$ cat config.mk
export PLATFORM = sky130hd
export DESIGN_NAME = sorted_hash_delta_bucket_encoder
export DESIGN_NICKNAME = d
export VERILOG_FILES = /design/src/hdl/shdbe_pkg.sv /design/src/hdl/sorted_hash_delta_bucket_encoder.sv /design/src/hdl/shdbe_front.sv /design/src/hdl/shdbe_queue.sv /design/src/hdl/shdbe_back.sv
export SDC_FILE = /design/constraint.sdc
export NUM_CORES = 1
export LEC_CHECK = 0
export BUFFER_PORTS_ARGS = -buffer_cell sky130_fd_sc_hd__buf_4
export CORE_MARGIN = 5
export CORE_UTILIZATION = 50
export DETAILED_ROUTE_END_ITERATION = 10
export GPL_TIMING_DRIVEN = 0
export PLACE_DENSITY_LB_ADDON = 0.15
export SYNTH_ARGS = -nofsm -noshare
export SYNTH_HDL_FRONTEND = slang
export SYNTH_HIERARCHICAL = 1
export SYNTH_SLANG_ARGS = --single-unit
$ cat constraint.sdc
create_clock -name clk -period 11.15 [get_ports clk]
set_input_delay 1.115 -clock clk [delete_from_list [all_inputs] [get_ports clk]]
set_output_delay 1.115 -clock clk [all_outputs]
set_load 0.01 [all_outputs]
$ cat src/hdl/shdbe_pkg.sv
// Shared types, constants and codes of the sorted hash delta bucket encoder.
package shdbe_pkg;

	localparam int HASH_BITS    = 32;
	localparam int BUCKET_BITS  = 16;
	localparam int SHIFT_BITS   = (HASH_BITS > BUCKET_BITS) ? (HASH_BITS - BUCKET_BITS) : 0;
	localparam int RESULT_LIMIT = 34;
	localparam int CHUNK_LIMIT  = 65535;

	localparam logic [31:0] HASH_MASK = (HASH_BITS >= 32) ? 32'hFFFF_FFFF :
		32'((64'd1 << HASH_BITS) - 64'd1);
	localparam logic [15:0] CHUNK_MAX = 16'(CHUNK_LIMIT);
	localparam logic [31:0] DELTA_LIMIT_OPEN = 32'((RESULT_LIMIT - 1) * CHUNK_LIMIT);
	localparam logic [31:0] DELTA_LIMIT_CONT = 32'(RESULT_LIMIT * CHUNK_LIMIT);
	localparam logic [16:0] SENTINEL_BUCKET = 17'(64'd1 << BUCKET_BITS);

	localparam logic OP_HASH   = 1'b0;
	localparam logic OP_FINISH = 1'b1;

	localparam logic [1:0] KIND_CHUNK = 2'd0;
	localparam logic [1:0] KIND_SPAN  = 2'd1;
	localparam logic [1:0] KIND_ERROR = 2'd2;

	typedef enum logic [1:0] {
		CMD_HASH,
		CMD_FINISH,
		CMD_ERROR
	} cmd_code_t;

	typedef struct packed {
		logic        operation;
		logic [31:0] hash_value;
	} in_t;

	typedef struct packed {
		logic [1:0]  kind;
		logic [15:0] chunk;
		logic [16:0] first_bucket;
		logic [16:0] last_bucket;
		logic [31:0] word_offset;
		logic        last;
	} out_t;

	typedef struct packed {
		cmd_code_t   code;
		logic        open;
		logic [16:0] first_bucket;
		logic [16:0] last_bucket;
		logic [31:0] delta;
	} cmd_t;

endpackage

$ cat src/hdl/sorted_hash_delta_bucket_encoder.sv
// Top level of the sorted hash delta bucket encoder.
//
// Input channel (in_valid/in_ready/in_data): one word per hash or finish
// operation. Output channel (out_valid/out_ready/out_data): span records,
// 16-bit delta chunks and order errors; last marks the final word of an input.
// The front end accepts one word per cycle while the two-entry command queue
// has room; it updates the bucket and reference state at once.
// The back end emits one result word per cycle from the queue head while the
// output register is free or taken, so a hash that opens a bucket gives a span
// word and then its delta chunks, a hash inside the current bucket only its
// chunks, and a repeated hash none. An accepted input passes through a queue
// entry, the back end's command register and the output register before its
// first result is on the output. When out_ready is low the output register
// holds its word, the back end stops, the queue fills and in_ready drops after
// two more commands. Reset clears next bucket, reference value, word count,
// queue and output valid; no clearing pass is needed.
module sorted_hash_delta_bucket_encoder (
	input  logic              clk,
	input  logic              arst_n,
	input  logic              in_valid,
	output logic              in_ready,
	input  shdbe_pkg::in_t    in_data,
	output logic              out_valid,
	input  logic              out_ready,
	output shdbe_pkg::out_t   out_data
);
	import shdbe_pkg::*;

	cmd_t q_push_data;
	cmd_t q_pop_data;
	logic q_push;
	logic q_pop;
	logic q_full;
	logic q_empty;

	shdbe_front u_front (
		.clk      (clk),
		.arst_n   (arst_n),
		.in_valid (in_valid),
		.in_ready (in_ready),
		.in_data  (in_data),
		.full     (q_full),
		.push     (q_push),
		.cmd      (q_push_data)
	);

	shdbe_queue u_queue (
		.clk       (clk),
		.arst_n    (arst_n),
		.push      (q_push),
		.push_data (q_push_data),
		.pop       (q_pop),
		.pop_data  (q_pop_data),
		.full      (q_full),
		.empty     (q_empty)
	);

	shdbe_back u_back (
		.clk       (clk),
		.arst_n    (arst_n),
		.empty     (q_empty),
		.pop       (q_pop),
		.cmd_in    (q_pop_data),
		.out_valid (out_valid),
		.out_ready (out_ready),
		.out_data  (out_data)
	);

	a_no_push_full: assert property (@(posedge clk) disable iff (!arst_n)
		q_full |-> !q_push)
		else $error("push into full queue");

	a_error_last: assert property (@(posedge clk) disable iff (!arst_n)
		(out_valid && out_data.kind == KIND_ERROR) |-> out_data.last)
		else $error("error word without last");

	a_chunk_nonzero: assert property (@(posedge clk) disable iff (!arst_n)
		(out_valid && out_data.kind == KIND_CHUNK) |-> (out_data.chunk != 16'd0))
		else $error("zero delta chunk");

	a_span_order: assert property (@(posedge clk) disable iff (!arst_n)
		(out_valid && out_data.kind == KIND_SPAN) |->
		(out_data.last_bucket >= out_data.first_bucket))
		else $error("span with reversed buckets");

endmodule

$ cat src/hdl/shdbe_front.sv
// Front end: accepts words, classifies them and tracks bucket and reference state.
module shdbe_front (
	input  logic              clk,
	input  logic              arst_n,
	input  logic              in_valid,
	output logic              in_ready,
	input  shdbe_pkg::in_t    in_data,
	input  logic              full,
	output logic              push,
	output shdbe_pkg::cmd_t   cmd
);
	import shdbe_pkg::*;

	logic [16:0] next_q;
	logic [31:0] ref_q;
	logic [31:0] hash_m;
	logic [31:0] bucket;
	logic [31:0] base;
	logic [31:0] ref_sel;
	logic [31:0] delta;
	logic        opens;
	logic        in_bucket;
	logic        too_many;
	logic        err;
	logic        finish;
	logic        produces;
	logic        accept;

	assign hash_m    = in_data.hash_value & HASH_MASK;
	assign bucket    = hash_m >> SHIFT_BITS;
	assign base      = bucket << SHIFT_BITS;
	assign opens     = bucket >= 32'(next_q);
	assign in_bucket = (({1'b0, bucket} + 33'd1) == 33'(next_q)) && (hash_m >= ref_q);
	assign ref_sel   = opens ? base : ref_q;
	assign delta     = hash_m - ref_sel;
	assign too_many  = delta > (opens ? DELTA_LIMIT_OPEN : DELTA_LIMIT_CONT);
	assign err       = (!opens && !in_bucket) || too_many;
	assign finish    = in_data.operation == OP_FINISH;
	assign produces  = finish || err || opens || (delta != 32'd0);

	assign in_ready = !full;
	assign accept   = in_valid && in_ready;
	assign push     = accept && produces;

	always_comb begin
		cmd.code         = CMD_HASH;
		cmd.open         = opens;
		cmd.first_bucket = next_q;
		cmd.last_bucket  = bucket[16:0];
		cmd.delta        = delta;
		if (finish) begin
			cmd.code        = CMD_FINISH;
			cmd.open        = 1'b0;
			cmd.last_bucket = SENTINEL_BUCKET;
			cmd.delta       = 32'd0;
		end else if (err) begin
			cmd.code = CMD_ERROR;
		end
	end

	always_ff @(posedge clk or negedge arst_n) begin
		if (!arst_n) begin
			next_q <= 17'd0;
			ref_q  <= 32'd0;
		end else if (accept) begin
			if (finish) begin
				next_q <= 17'd0;
				ref_q  <= 32'd0;
			end else if (!err) begin
				if (opens) begin
					next_q <= 17'(bucket + 32'd1);
				end
				ref_q <= hash_m;
			end
		end
	end

endmodule

$ cat src/hdl/shdbe_queue.sv
// Two-entry command queue between front and back end.
module shdbe_queue (
	input  logic              clk,
	input  logic              arst_n,
	input  logic              push,
	input  shdbe_pkg::cmd_t   push_data,
	input  logic              pop,
	output shdbe_pkg::cmd_t   pop_data,
	output logic              full,
	output logic              empty
);
	import shdbe_pkg::*;

	cmd_t       entry_q [2];
	logic       wr_ptr_q;
	logic       rd_ptr_q;
	logic [1:0] count_q;

	assign full     = count_q == 2'd2;
	assign empty    = count_q == 2'd0;
	assign pop_data = entry_q[rd_ptr_q];

	always_ff @(posedge clk) begin
		if (push) begin
			entry_q[wr_ptr_q] <= push_data;
		end
	end

	always_ff @(posedge clk or negedge arst_n) begin
		if (!arst_n) begin
			wr_ptr_q <= 1'b0;
			rd_ptr_q <= 1'b0;
			count_q  <= 2'd0;
		end else begin
			if (push) begin
				wr_ptr_q <= !wr_ptr_q;
			end
			if (pop) begin
				rd_ptr_q <= !rd_ptr_q;
			end
			unique case ({push, pop})
				2'b10:   count_q <= count_q + 2'd1;
				2'b01:   count_q <= count_q - 2'd1;
				default: count_q <= count_q;
			endcase
		end
	end

endmodule

$ cat src/hdl/shdbe_back.sv
// Back end: commands to span/chunk/error words, one per cycle unless stalled.
module shdbe_back (
	input  logic              clk,
	input  logic              arst_n,
	input  logic              empty,
	output logic              pop,
	input  shdbe_pkg::cmd_t   cmd_in,
	output logic              out_valid,
	input  logic              out_ready,
	output shdbe_pkg::out_t   out_data
);
	import shdbe_pkg::*;

	cmd_t        cur_q;
	logic        cur_valid_q;
	logic        span_pend_q;
	logic [31:0] word_cnt_q;
	logic        out_valid_q;
	out_t        out_q;
	out_t        res;
	logic        fin;
	logic        advance;
	logic        is_chunk;
	logic [15:0] chunk_w;

	assign out_valid = out_valid_q;
	assign out_data  = out_q;
	assign advance   = cur_valid_q && (!out_valid_q || out_ready);
	assign pop       = !empty && (!cur_valid_q || (advance && fin));
	assign chunk_w   = (cur_q.delta > 32'(CHUNK_MAX)) ? CHUNK_MAX : cur_q.delta[15:0];

	always_comb begin
		res      = '0;
		fin      = 1'b1;
		is_chunk = 1'b0;
		unique case (cur_q.code)
			CMD_FINISH: begin
				res.kind         = KIND_SPAN;
				res.first_bucket = cur_q.first_bucket;
				res.last_bucket  = cur_q.last_bucket;
				res.word_offset  = word_cnt_q;
			end
			CMD_HASH: begin
				if (span_pend_q) begin
					res.kind         = KIND_SPAN;
					res.first_bucket = cur_q.first_bucket;
					res.last_bucket  = cur_q.last_bucket;
					res.word_offset  = word_cnt_q;
					fin              = cur_q.delta == 32'd0;
				end else begin
					is_chunk  = 1'b1;
					res.kind  = KIND_CHUNK;
					res.chunk = chunk_w;
					fin       = cur_q.delta <= 32'(CHUNK_MAX);
				end
			end
			default: begin
				res.kind = KIND_ERROR;
			end
		endcase
		res.last = fin;
	end

	always_ff @(posedge clk or negedge arst_n) begin
		if (!arst_n) begin
			cur_valid_q <= 1'b0;
			span_pend_q <= 1'b0;
			word_cnt_q  <= 32'd0;
			out_valid_q <= 1'b0;
		end else begin
			if (advance) begin
				out_valid_q <= 1'b1;
				if (cur_q.code == CMD_FINISH) begin
					word_cnt_q <= 32'd0;
				end else if (is_chunk) begin
					word_cnt_q <= word_cnt_q + 32'd1;
				end
			end else if (out_ready) begin
				out_valid_q <= 1'b0;
			end
			if (pop) begin
				cur_valid_q <= 1'b1;
				span_pend_q <= cmd_in.open;
			end else if (advance) begin
				span_pend_q <= 1'b0;
				if (fin) begin
					cur_valid_q <= 1'b0;
				end
			end
		end
	end

	always_ff @(posedge clk) begin
		if (advance) begin
			out_q <= res;
		end
		if (pop) begin
			cur_q <= cmd_in;
		end else if (advance && is_chunk) begin
			cur_q.delta <= cur_q.delta - 32'(chunk_w);
		end
	end

endmodule

==> results of run 1 <==
logic make-up (layout without fill, tap and decap cells):
| kind of cell | count (synthesis) | count (layout) | synth area share [%] |
|---|---|---|---|
| adders and majority gates | 86 | 86 | 5.17 |
| xor gates and xnor gates | 95 | 95 | 4.23 |
| muxes | 89 | 89 | 5.90 |
| DFF | 379 | 379 | 52.2 |
| buffers and inverters | 177 | 382 | 4.31 |
| and+or+nand+nor | 648 | 648 | 16.2 |
| AOI/OAI and AO/OA | 320 | 320 | 12.0 |
cells in the final DEF, fill, tap and decap left out, types with 16 or more instances in the layout:
master     instances
a221o_1           16
xor2_1            40
nor2b_1           28
mux2_4            69
clkbuf_1          75
nor2_1           122
nand3_1           50
and2_1            73
o21ai_0           45
dfrtp_1           88
inv_1             78
nor4_1            19
o21ai_2           17
clkbuf_16         41
a21oi_1           75
a21o_1            22
and3_1            17
ha_1              85
o21a_1            18
o311ai_2          28
nand4_1           48
edfxtp_1         291
xnor2_1           51
nor3_1            46
mux2i_1           19
nand2_1          153
buf_4            125
synthesized netlist by cell type, types with 6 or more instances:
cell type / count
xor2_1: 40
a21o_1: 22
nor3b_1: 13
nand2_1: 154
buf_6: 11
nor2_1: 124
o21a_1: 18
buf_12: 7
and3_1: 17
mux2i_1: 19
and4_1: 13
clkbuf_1: 65
nor4b_1: 9
o21ai_2: 17
a21oi_1: 75
dfrtp_1: 88
or3_1: 11
buf_2: 10
nor2b_1: 28
inv_1: 78
edfxtp_1: 291
mux2_4: 69
nand4_1: 48
a221o_1: 16
o31ai_1: 9
xnor2_1: 51
a211o_1: 6
a211oi_1: 8
o311ai_2: 28
nor4_1: 19
nand3_1: 50
a31oi_1: 7
and2_1: 74
o22ai_1: 6
or4_1: 6
nand2b_1: 11
a2111oi_0: 6
o21ai_0: 45
ha_1: 85
nor3_1: 46
worst max-delay path by stage:
stage | endpoint | slack (ps) | depth (start not counted)
3_3_place_gp | u_queue/entry_q[0][51]$_DFFE_PP_ | -2800 | 29
4_1_cts | u_queue/entry_q[0][23]$_DFFE_PP_ | 1400 | 32
2_1_floorplan | u_queue/entry_q[0][0]$_DFFE_PP_ | 830 | 28
3_5_place_dp | u_queue/entry_q[0][5]$_DFFE_PP_ | 860 | 32
6_report | u_queue/entry_q[0][23]$_DFFE_PP_ | 1320 | 32
5_1_grt | u_queue/entry_q[0][23]$_DFFE_PP_ | 720 | 32
routing by layer:
| metal | up-vias | share of wire [%] | GRT usage, % |
|---|---|---|---|
| li1 | 7028 | - | - |
| met5 | - | 0 | 0 |
| met3 | 86 | 5.6 | 3.46 |
| met4 | 0 | 2.8 | 7.45 |
| met2 | 440 | 47 | 36.1 |
| met1 | 7322 | 45 | 32.4 |
power by group through the flow:
stage               clock network, mW  registers, mW  logic (mW)
floorplan                           0           2.55        2.23
global placement                    0           2.59        3.15
detailed placement                  0           2.57        3.23
CTS                              1.39           2.55        3.25
global route                     1.44           2.60        3.56
finish                           1.35           2.55        3.25
state kept, by name, indices dropped and copies added (netlist names):
register,cells
u_front/next_q,17
u_queue/wr_ptr_q,1
u_queue/rd_ptr_q,1
u_back/cur_q,68
u_back/word_cnt_q,32
u_queue/entry_q,138
u_back/out_data,85
u_front/ref_q,32
u_queue/count_q,2
u_back/cur_valid_q,1
u_back/span_pend_q,1
u_back/out_valid,1
per-stage QoR:
stage | std cells | power, mW | cell area, um^2 | hold slack [ps]
floorplan | 1794 | 4.78 | 21000 | 456
global placement | 2456 | 5.74 | 22600 | 469
detailed placement | 2461 | 5.80 | 22700 | 497
CTS | 2537 | 7.19 | 24000 | 507
global route | 2538 | 7.60 | 24100 | 349
finish | 2538 | 7.15 | 24100 | 360
final cells by class:
cell class | instances | area (um^2)
Fill cell | 3508 | 17700
Sequential cell | 379 | 10900
Multi-Input combinational cell | 1238 | 9140
Clock buffer | 53 | 1090
Timing Repair Buffer | 129 | 1060
Tap cell | 539 | 674
Buffer | 98 | 599
Inverter | 79 | 304
Clock inverter | 23 | 249
==> out/qor.yml, run 1 <==
clock_network:
  cts_hold_buf: 0
  clock-sinks: 379
  h-tree-depth: 2
  clk_latency_ps: 570
  cts_tree: "done"
  cts.root.buffer_cell: "clkbuf_16"
  path_clk_slew_ps: 60
  max-clock-path-buffers: 3
  postCtsSetupRepairBufs: 0
  numCtsBuffers: 41
  cts_resized: 0
finish:
  drive_gt1_share_pct: 18.3
  fin_nets: 2089
  final_util_pct: 57.6
  synthToLayoutAreaGrowth_pct: 14.8
  antenna_cells: 0
routing:
  vias: 14876
  drtIter0Drc: 1171
  wl_mm: 53.7
  via_per_inst: 5.86
  routedWlPerCell_um: 21.2
  dr.pass1.iters: 5
  route.antenna.remaining_nets: 0
  drc_errors: 0
synth:
  yosysWarnings: 6
  synthesis.nets: 1917
  ys_ff_latch: 379
  synth_top_area_share_pct: 41.7
  synth-async-reset-ratio_pct: 23.2
  synthesis.area_um2: 21000
  synth.area.top_cells: "edfxtp_1, dfrtp_1, ha_1"
  synth_top_cell_by_area: "edfxtp_1"
  syn_area_per_cell_um2: 11.7
  synth_ff_type: "edfxtp_1"
  ys_types: 90
  syn_inst: 1794
  seq_area_frac_synth_pct: 52.2
  synth_edf_count: 291
setup_path:
  r2r_cells: 32
  critPathMaxFanout: 29
  worstSetupStartpointType: "input port"
  reg2reg_slack_ps: 1420
  cp.arrival_ps: 10070
  required_ps: 11390
  r2r-start: "u_front/next_q[8]$_DFFE_PN0P_"
  rr_endpoint: "u_queue/entry_q[0][23]$_DFFE_PP_"
  cp_num_buf_inv: 7
  crit_family: "compound AO/OA/AOI/OAI gates"
  critical_path.max_stage_delay_ps: 850
  critPathKind: "input port to flop"
  cp-startpoint: "in_data[24]"
  cp_slowest_cell: "a21oi_1"
  crit_path_end_kind: "flop"
global_routing:
  grt.total_usage_pct: 22.7
  antenna_found_initial: 0
  grt_max_degree: 89
  overflow: 0
  first_global_vias: 14770
  grt_first_pass_wirelength_mm: 84.2
sta:
  finalSetupViolCount: 0
  fin_crit_ps: 9830
  setup_tns_ps: 0
  drv_slew: 0
  period_share_pct: 88.1
  max_freq_mhz: 102
  worst_pin_slew_ps: 1190
  rsz0062_at_grt: "false"
  finalClockSkew_ps: 25.4
  fin_ws_ps: 1320
  hold_violations: 0
  slew_headroom_pct: 20.5
placed_design:
  place_congestion: 0.922
  hpwl_mm: 38.9
  post-place-ws_ps: 863
  port-buffer-count: 123
power:
  switching_share_pct: 38.7
  power_frac_seq_pct: 35.6
  power_frac_comb_pct: 45.5
  power_leakage_nw: 9.48
  peakVddDrop_v: 0.000112
  p_per_area_nw_per_um2: 297
  power.internal_mw: 4.39
  power.switching_mw: 2.76
  p_clk_share_pct: 18.9
floorplan:
  row_count: 75
  io-pin-count: 124
  die_h_um: 215
  die_w_um: 215
  dieArea_um2: 46100
  start_util_pct: 50.2
  coreArea_um2: 41800
worst_hold_path:
  hold_class: "input port to asynchronous set/reset pin"
job:
  maxCapViolCount: 0
status:
  status: "finished, final reports clean"
Note: power is estimated with default switching activity, not from simulation.
==> inputs of run 2 (changes only) <==
--- a/config.mk
+++ b/config.mk
@@ -10,7 +10,7 @@
 export CORE_UTILIZATION = 50
 export DETAILED_ROUTE_END_ITERATION = 10
 export GPL_TIMING_DRIVEN = 0
-export PLACE_DENSITY_LB_ADDON = 0.15
+export PLACE_DENSITY = 0.7
 export SYNTH_ARGS = -nofsm -noshare
 export SYNTH_HDL_FRONTEND = slang
 export SYNTH_HIERARCHICAL = 1
==> constraint.sdc (replaced) <==
create_clock -name clk -period 9 [get_ports clk]
set_input_delay 0.9 -clock clk [delete_from_list [all_inputs] [get_ports clk]]
set_output_delay 0.9 -clock clk [all_outputs]
set_load 0.01 [all_outputs]
==> out/qor.yml, run 2 (synthesized netlist as in run 1, its figures left out) <==
global_routing:
  grt_first_pass_wirelength_mm: 83.6
  grt.total_usage_pct: 22.4
  grt_max_degree: 89
  overflow: 0
  antenna_found_initial: 0
  grtUsageMet2_pct: 35.7
  grt_use_met1_pct: 32.1
  busiest_layer: "met2"
  first_global_vias: 14792
  grt.met3_usage_pct: 3.26
power:
  power_leakage_nw: 9.54
  switching_share_pct: 38.8
  power.switching_mw: 3.45
  power.internal_mw: 5.45
  p_total_mw: 8.90
  p_per_area_nw_per_um2: 368
  peakVddDrop_v: 0.000158
  p_clk_share_pct: 18.6
  power_frac_comb_pct: 45.9
  power_frac_seq_pct: 35.5
setup_path:
  required_ps: 9250
  crit_path_end_kind: "flop"
  critPathMaxFanout: 33
  critical_path.max_stage_delay_ps: 580
  cp_slowest_cell: "or4_1"
  critPathKind: "flop to flop"
  cp.arrival_ps: 8850
  worstSetupStartpointType: "flop"
clock_network:
  max-clock-path-buffers: 3
  h-tree-depth: 2
  path_clk_slew_ps: 60
  cts.root.buffer_cell: "clkbuf_16"
  cts_tree: "done"
  clock-sinks: 379
  clk_latency_ps: 570
  numCtsBuffers: 41
  cts_hold_buf: 0
routing:
  via_per_inst: 5.90
  wl_mm: 52.6
  drc_errors: 0
  routedWlPerCell_um: 20.6
  route.antenna.remaining_nets: 0
  vias: 15040
  drtIter0Drc: 1315
  dr.pass1.iters: 5
finish:
  fin_nets: 2103
  antenna_cells: 0
  synthToLayoutAreaGrowth_pct: 15.3
  final_common_cell: "edfxtp_1"
  largest_register: "u_queue/entry_q"
  fin_cells: 2550
  fillers: 3433
  most-common-layout-cells: "edfxtp_1, nand2_1, buf_4"
  drive_gt1_share_pct: 19.1
  fin_area_um2: 24200
  largest_reg_flops: 138
floorplan:
  die_h_um: 215
  die_w_um: 215
  start_util_pct: 50.2
  row_count: 75
  io-pin-count: 124
  coreArea_um2: 41800
  dieArea_um2: 46100
worst_hold_path:
  hold_class: "input port to asynchronous set/reset pin"
sta:
  drv_slew: 0
  fin_crit_ps: 8600
  hold_violations: 0
  worst_pin_slew_ps: 1090
  setup_tns_ps: 0
  max_freq_mhz: 116
  period_share_pct: 95.5
  slew_headroom_pct: 26.8
  finalSetupViolCount: 0
  finalClockSkew_ps: 24.6
placed_design:
  port-buffer-count: 123
  hpwl_mm: 38.5
  dp.cells: 2461
  place_congestion: 0.923
  placed_cell_area_um2: 22700
job:
  maxCapViolCount: 0
status:
  status: "finished, final reports clean"
## run 2: cell count changes in the layout (fill, tap and decap cells not counted), moves of 2 or more
cell	change
clkbuf_1	-6
clkinv_2	-2
clkinvlp_4	+2
buf_4	+15
clkinv_1	+2
a21oi_1	-2
clkbuf_2	+2
## run 2: area by class of cell
type                       count  area [um^2]  share of cell area [%]
buffer                        97          598                    2.47
tap                          539          674                    2.79
timing repair buffer         143         1160                    4.78
sequential                   379        10900                    45.3
inverter                      79          308                    1.27
multi-input combinational   1239         9170                    38.0
clock inverter                24          235                   0.973
clock buffer                  50         1080                    4.47
## run 2: per-layer routing
| layer | wire (um) | share of wire (%) | vias to the layer above |
|---|---|---|---|
| li1 | - | - | 7064 |
| met1 | 23600 | 45 | 7390 |
| met2 | 24400 | 46 | 511 |
| met3 | 3230 | 6.1 | 75 |
| met4 | 1370 | 2.6 | 0 |
| met5 | 0 | 0 | - |
## run 2: worst max-delay path, delay by kind of cell (launching register included)
| family | cells | cell delay [ps] |
|---|---|---|
| compound gates | 10 | 2680 |
| xor+xnor | 1 | 170 |
| simple gates | 10 | 2500 |
| flops | 1 | 500 |
| fa+ha+maj | 4 | 1230 |
| buf+inv | 7 | 1120 |
## run 2: per-stage QoR
step                      hold slack, ps  util (%)  worst slack [ps]
final                                244      57.9               404
after global routing                 253      57.9             -20.6
after CTS                            503      57.5              60.7
after detailed placement             489      54.3              -910
after global placement               475      54.0             -3000
after floorplan                      456         -              47.5
## run 2: what timing repair did
action / in CTS / in global routing
resized for setup: 4 / 4
endpoints found under the setup margin: 140 / 140
gates cloned: 1 / 0
endpoints found under the hold margin: 0 / 0
setup buffers: 0 / 14
pin swaps: 1 / 3
## run 2: final timing paths
path / startpoint / end / slack (ps) / cells past startpoint
setup / recovery: u_front/next_q[8]$_DFFE_PN0P_ / u_queue/entry_q[0][3]$_DFFE_PP_ / 400 / 32
hold / removal: arst_n / u_front/ref_q[5]$_DFFE_PN0P_ / 240 / 1
setup reg to reg: u_front/next_q[8]$_DFFE_PN0P_ / u_queue/entry_q[0][3]$_DFFE_PP_ / 400 / 32
hold reg to reg: u_front/next_q[2]$_DFFE_PN0P_ / u_queue/entry_q[1][51]$_DFFE_PP_ / 500 / 0
max in group asynchronous: arst_n / u_back/word_cnt_q[24]$_DFFE_PN0P_ / 8040 / 2
min in group clk: u_front/next_q[2]$_DFFE_PN0P_ / u_queue/entry_q[1][51]$_DFFE_PP_ / 500 / 0
## run 2: power groups by stage
stage	sequential, mW	combinational, mW	clock, mW
after floorplan	3.16	2.76	0
after global placement	3.19	3.86	0
final	3.16	4.09	1.65
after global routing	3.23	4.46	1.76
after detailed placement	3.19	3.97	0
after CTS	3.16	4.01	1.69
==> inputs of run 3 (changes only) <==
--- a/config.mk
+++ b/config.mk
@@ -5,6 +5,7 @@
 export SDC_FILE = /design/constraint.sdc
 export NUM_CORES = 1
 export LEC_CHECK = 0
+export ABC_AREA = 1
 export BUFFER_PORTS_ARGS = -buffer_cell sky130_fd_sc_hd__buf_4
 export CORE_MARGIN = 5
 export CORE_UTILIZATION = 50
==> out/qor.yml, run 3 <==
global_routing:
  overflow: 0
  grt_max_degree: 89
  antenna_found_initial: 0
  grt_first_pass_wirelength_mm: 87.2
  grt.total_usage_pct: 23.1
  first_global_vias: 16696
finish:
  synthToLayoutAreaGrowth_pct: 14.3
  fin_area_um2: 24400
  drive_gt1_share_pct: 10.2
  fin_nets: 2882
  multi_input_area_um2: 8320
  seq_area_um2: 10900
  largest_register: "u_queue/entry_q"
  fillers: 3842
  most-common-layout-cells: "nand2_1, inv_1, edfxtp_1"
  final_common_cell: "nand2_1"
  largest_reg_flops: 138
setup_path:
  r2r_cells: 35
  critPathKind: "flop to flop"
  cp-startpoint: "u_front/next_q[3]$_DFFE_PN0P_"
  cp_num_buf_inv: 7
  reg2reg_slack_ps: 2460
  required_ps: 9180
  crit_path_end_kind: "flop"
  cp.arrival_ps: 6720
  crit_path_frequent_cell: "nand2_1"
  r2r-start: "u_front/next_q[3]$_DFFE_PN0P_"
  worstSetupStartpointType: "flop"
  critical_path.max_stage_delay_ps: 650
  cp_slowest_cell: "inv_4"
  critPathMaxFanout: 69
  rr_endpoint: "u_queue/entry_q[1][47]$_DFFE_PP_"
  crit_family: "simple AND/OR/NAND/NOR gates"
synth:
  ys_types: 48
  synth-async-reset-ratio_pct: 23.2
  synth.area.top_cells: "edfxtp_1, nand2_1, dfrtp_1"
  yosysWarnings: 6
  syn_inst: 2588
  synthesis.area_um2: 21300
  synth_edf_count: 291
  synth_common_cells: "nand2_1, inv_1, edfxtp_1"
  yosysMostFrequentCell: "nand2_1"
  seq_area_frac_synth_pct: 51.3
  synth_top_cell_by_area: "edfxtp_1"
  synth_top_area_share_pct: 41.0
  syn_area_per_cell_um2: 8.23
  synthesis.nets: 2711
  synth_ff_type: "edfxtp_1"
  ys_ff_latch: 379
sta:
  rsz0062_at_grt: "false"
  finalSetupViolCount: 0
  period_share_pct: 72.7
  drv_slew: 0
  finalClockSkew_ps: 35.4
  fin_crit_ps: 6540
  worst_pin_slew_ps: 874
  hold_violations: 0
  max_freq_mhz: 153
  slew_headroom_pct: 41.7
clock_network:
  clk_latency_ps: 580
  cts_tree: "done"
  path_clk_slew_ps: 70
  cts_resized: 0
  numCtsBuffers: 40
  cts.root.buffer_cell: "clkbuf_16"
  h-tree-depth: 2
  cts_hold_buf: 0
  clock-sinks: 379
  postCtsSetupRepairBufs: 0
  max-clock-path-buffers: 3
floorplan:
  die_h_um: 216
  coreArea_um2: 42000
  die_w_um: 216
  row_count: 75
  dieArea_um2: 46800
  start_util_pct: 50.7
  io-pin-count: 124
power:
  p_per_area_nw_per_um2: 324
  p_total_mw: 7.89
  power_leakage_nw: 11.4
  peakVddDrop_v: 0.000181
routing:
  route.antenna.remaining_nets: 0
  drc_errors: 0
  routedWlPerCell_um: 16.3
  vias: 17314
  drtIter0Drc: 1350
  via_per_inst: 5.20
  dr.pass1.iters: 6
  wl_mm: 54.2
job:
  maxCapViolCount: 0
placed_design:
  place_congestion: 0.965
  hpwl_mm: 41.9
  port-buffer-count: 123
  placed_cell_area_um2: 23000
status:
  status: "finished, final reports clean"
worst_hold_path:
  hold_class: "input port to asynchronous set/reset pin"
[run 3: cell count changes after synthesis, moves of 44 or more]
cell,delta
nor2_1,+128
o21ai_0,+81
nand2_1,+604
and2_1,-71
mux2_4,-69
xnor2_1,-44
nand3_1,+102
inv_1,+365
[run 3: final cells by class]
cell class	count	share of cell area, %
flip-flops and latches	379	44.9
multi-input cells	1689	34.1
inverters	458	7.07
repair buffers	129	4.39
clock buffers	50	4.34
well taps	539	2.77
plain buffers	62	1.43
clock inverters	24	0.940
diodes	1	0.0103
[run 3: worst max-delay path by stage]
stage / to / slack, ps / cells past startpoint
6_report: u_queue/entry_q[1][47]$_DFFE_PP_ / 2460 / 35
5_1_grt: u_queue/entry_q[1][54]$_DFFE_PP_ / 1880 / 35
4_1_cts: u_queue/entry_q[1][47]$_DFFE_PP_ / 2470 / 35
3_5_place_dp: u_queue/entry_q[1][52]$_DFFE_PP_ / 1950 / 35
3_3_place_gp: u_queue/entry_q[0][53]$_DFFE_PP_ / -1770 / 35
2_1_floorplan: u_queue/entry_q[0][0]$_DFFE_PP_ / 950 / 32
[run 3: worst register-to-register path: cells and delay by family (launching register included)]
| family | cells | cell delay, ps |
|---|---|---|
| XOR/XNOR | 1 | 260 |
| adder cells (fa/ha/maj) | 3 | 1110 |
| buffers and inverters | 7 | 1770 |
| flip-flops | 1 | 460 |
| AND/OR/NAND/NOR | 24 | 2520 |
[run 3: through the flow]
step	setup TNS [ps]	setup slack (ps)	std cells	utilization (%)	hold WS, ps
detailed placement	0	1950	3255	54.8	483
finish	0	2460	3331	57.9	215
global route	0	1880	3330	57.9	203
global placement	-121300	-1770	3250	54.5	475
floorplan	0	954	2588	-	458
CTS	0	2470	3329	57.9	499
[run 3: layer usage]
metal / vias to the layer above / global-route usage, % / wire length (um)
met5: - / 0 / 0
met1: 8124 / 32.9 / 25100
li1: 8667 / - / -
met3: 68 / 3.24 / 3060
met2: 455 / 37.7 / 25100
met4: 0 / 5.68 / 1060
[run 3: logic make-up (layout without fill, tap and decap cells)]
kind of cell / Yosys count / after routing / share of synthesized area [%]
and+or+nand+nor: 1322 / 1322 / 26.3
buffers and inverters: 520 / 723 / 9.71
DFF: 379 / 379 / 51.3
AOI/OAI and AO/OA: 251 / 251 / 6.22
adders and majority gates: 86 / 86 / 5.09
xor gates and xnor gates: 30 / 30 / 1.30
other: 0 / 1 / 0
[run 3: power breakdown]
group	switching, mW	leakage, nW	total, mW	internal [mW]
clock network	0.711	0.629	1.62	0.909
logic	2.16	6.77	3.20	1.04
registers	0.291	4.00	3.08	2.78
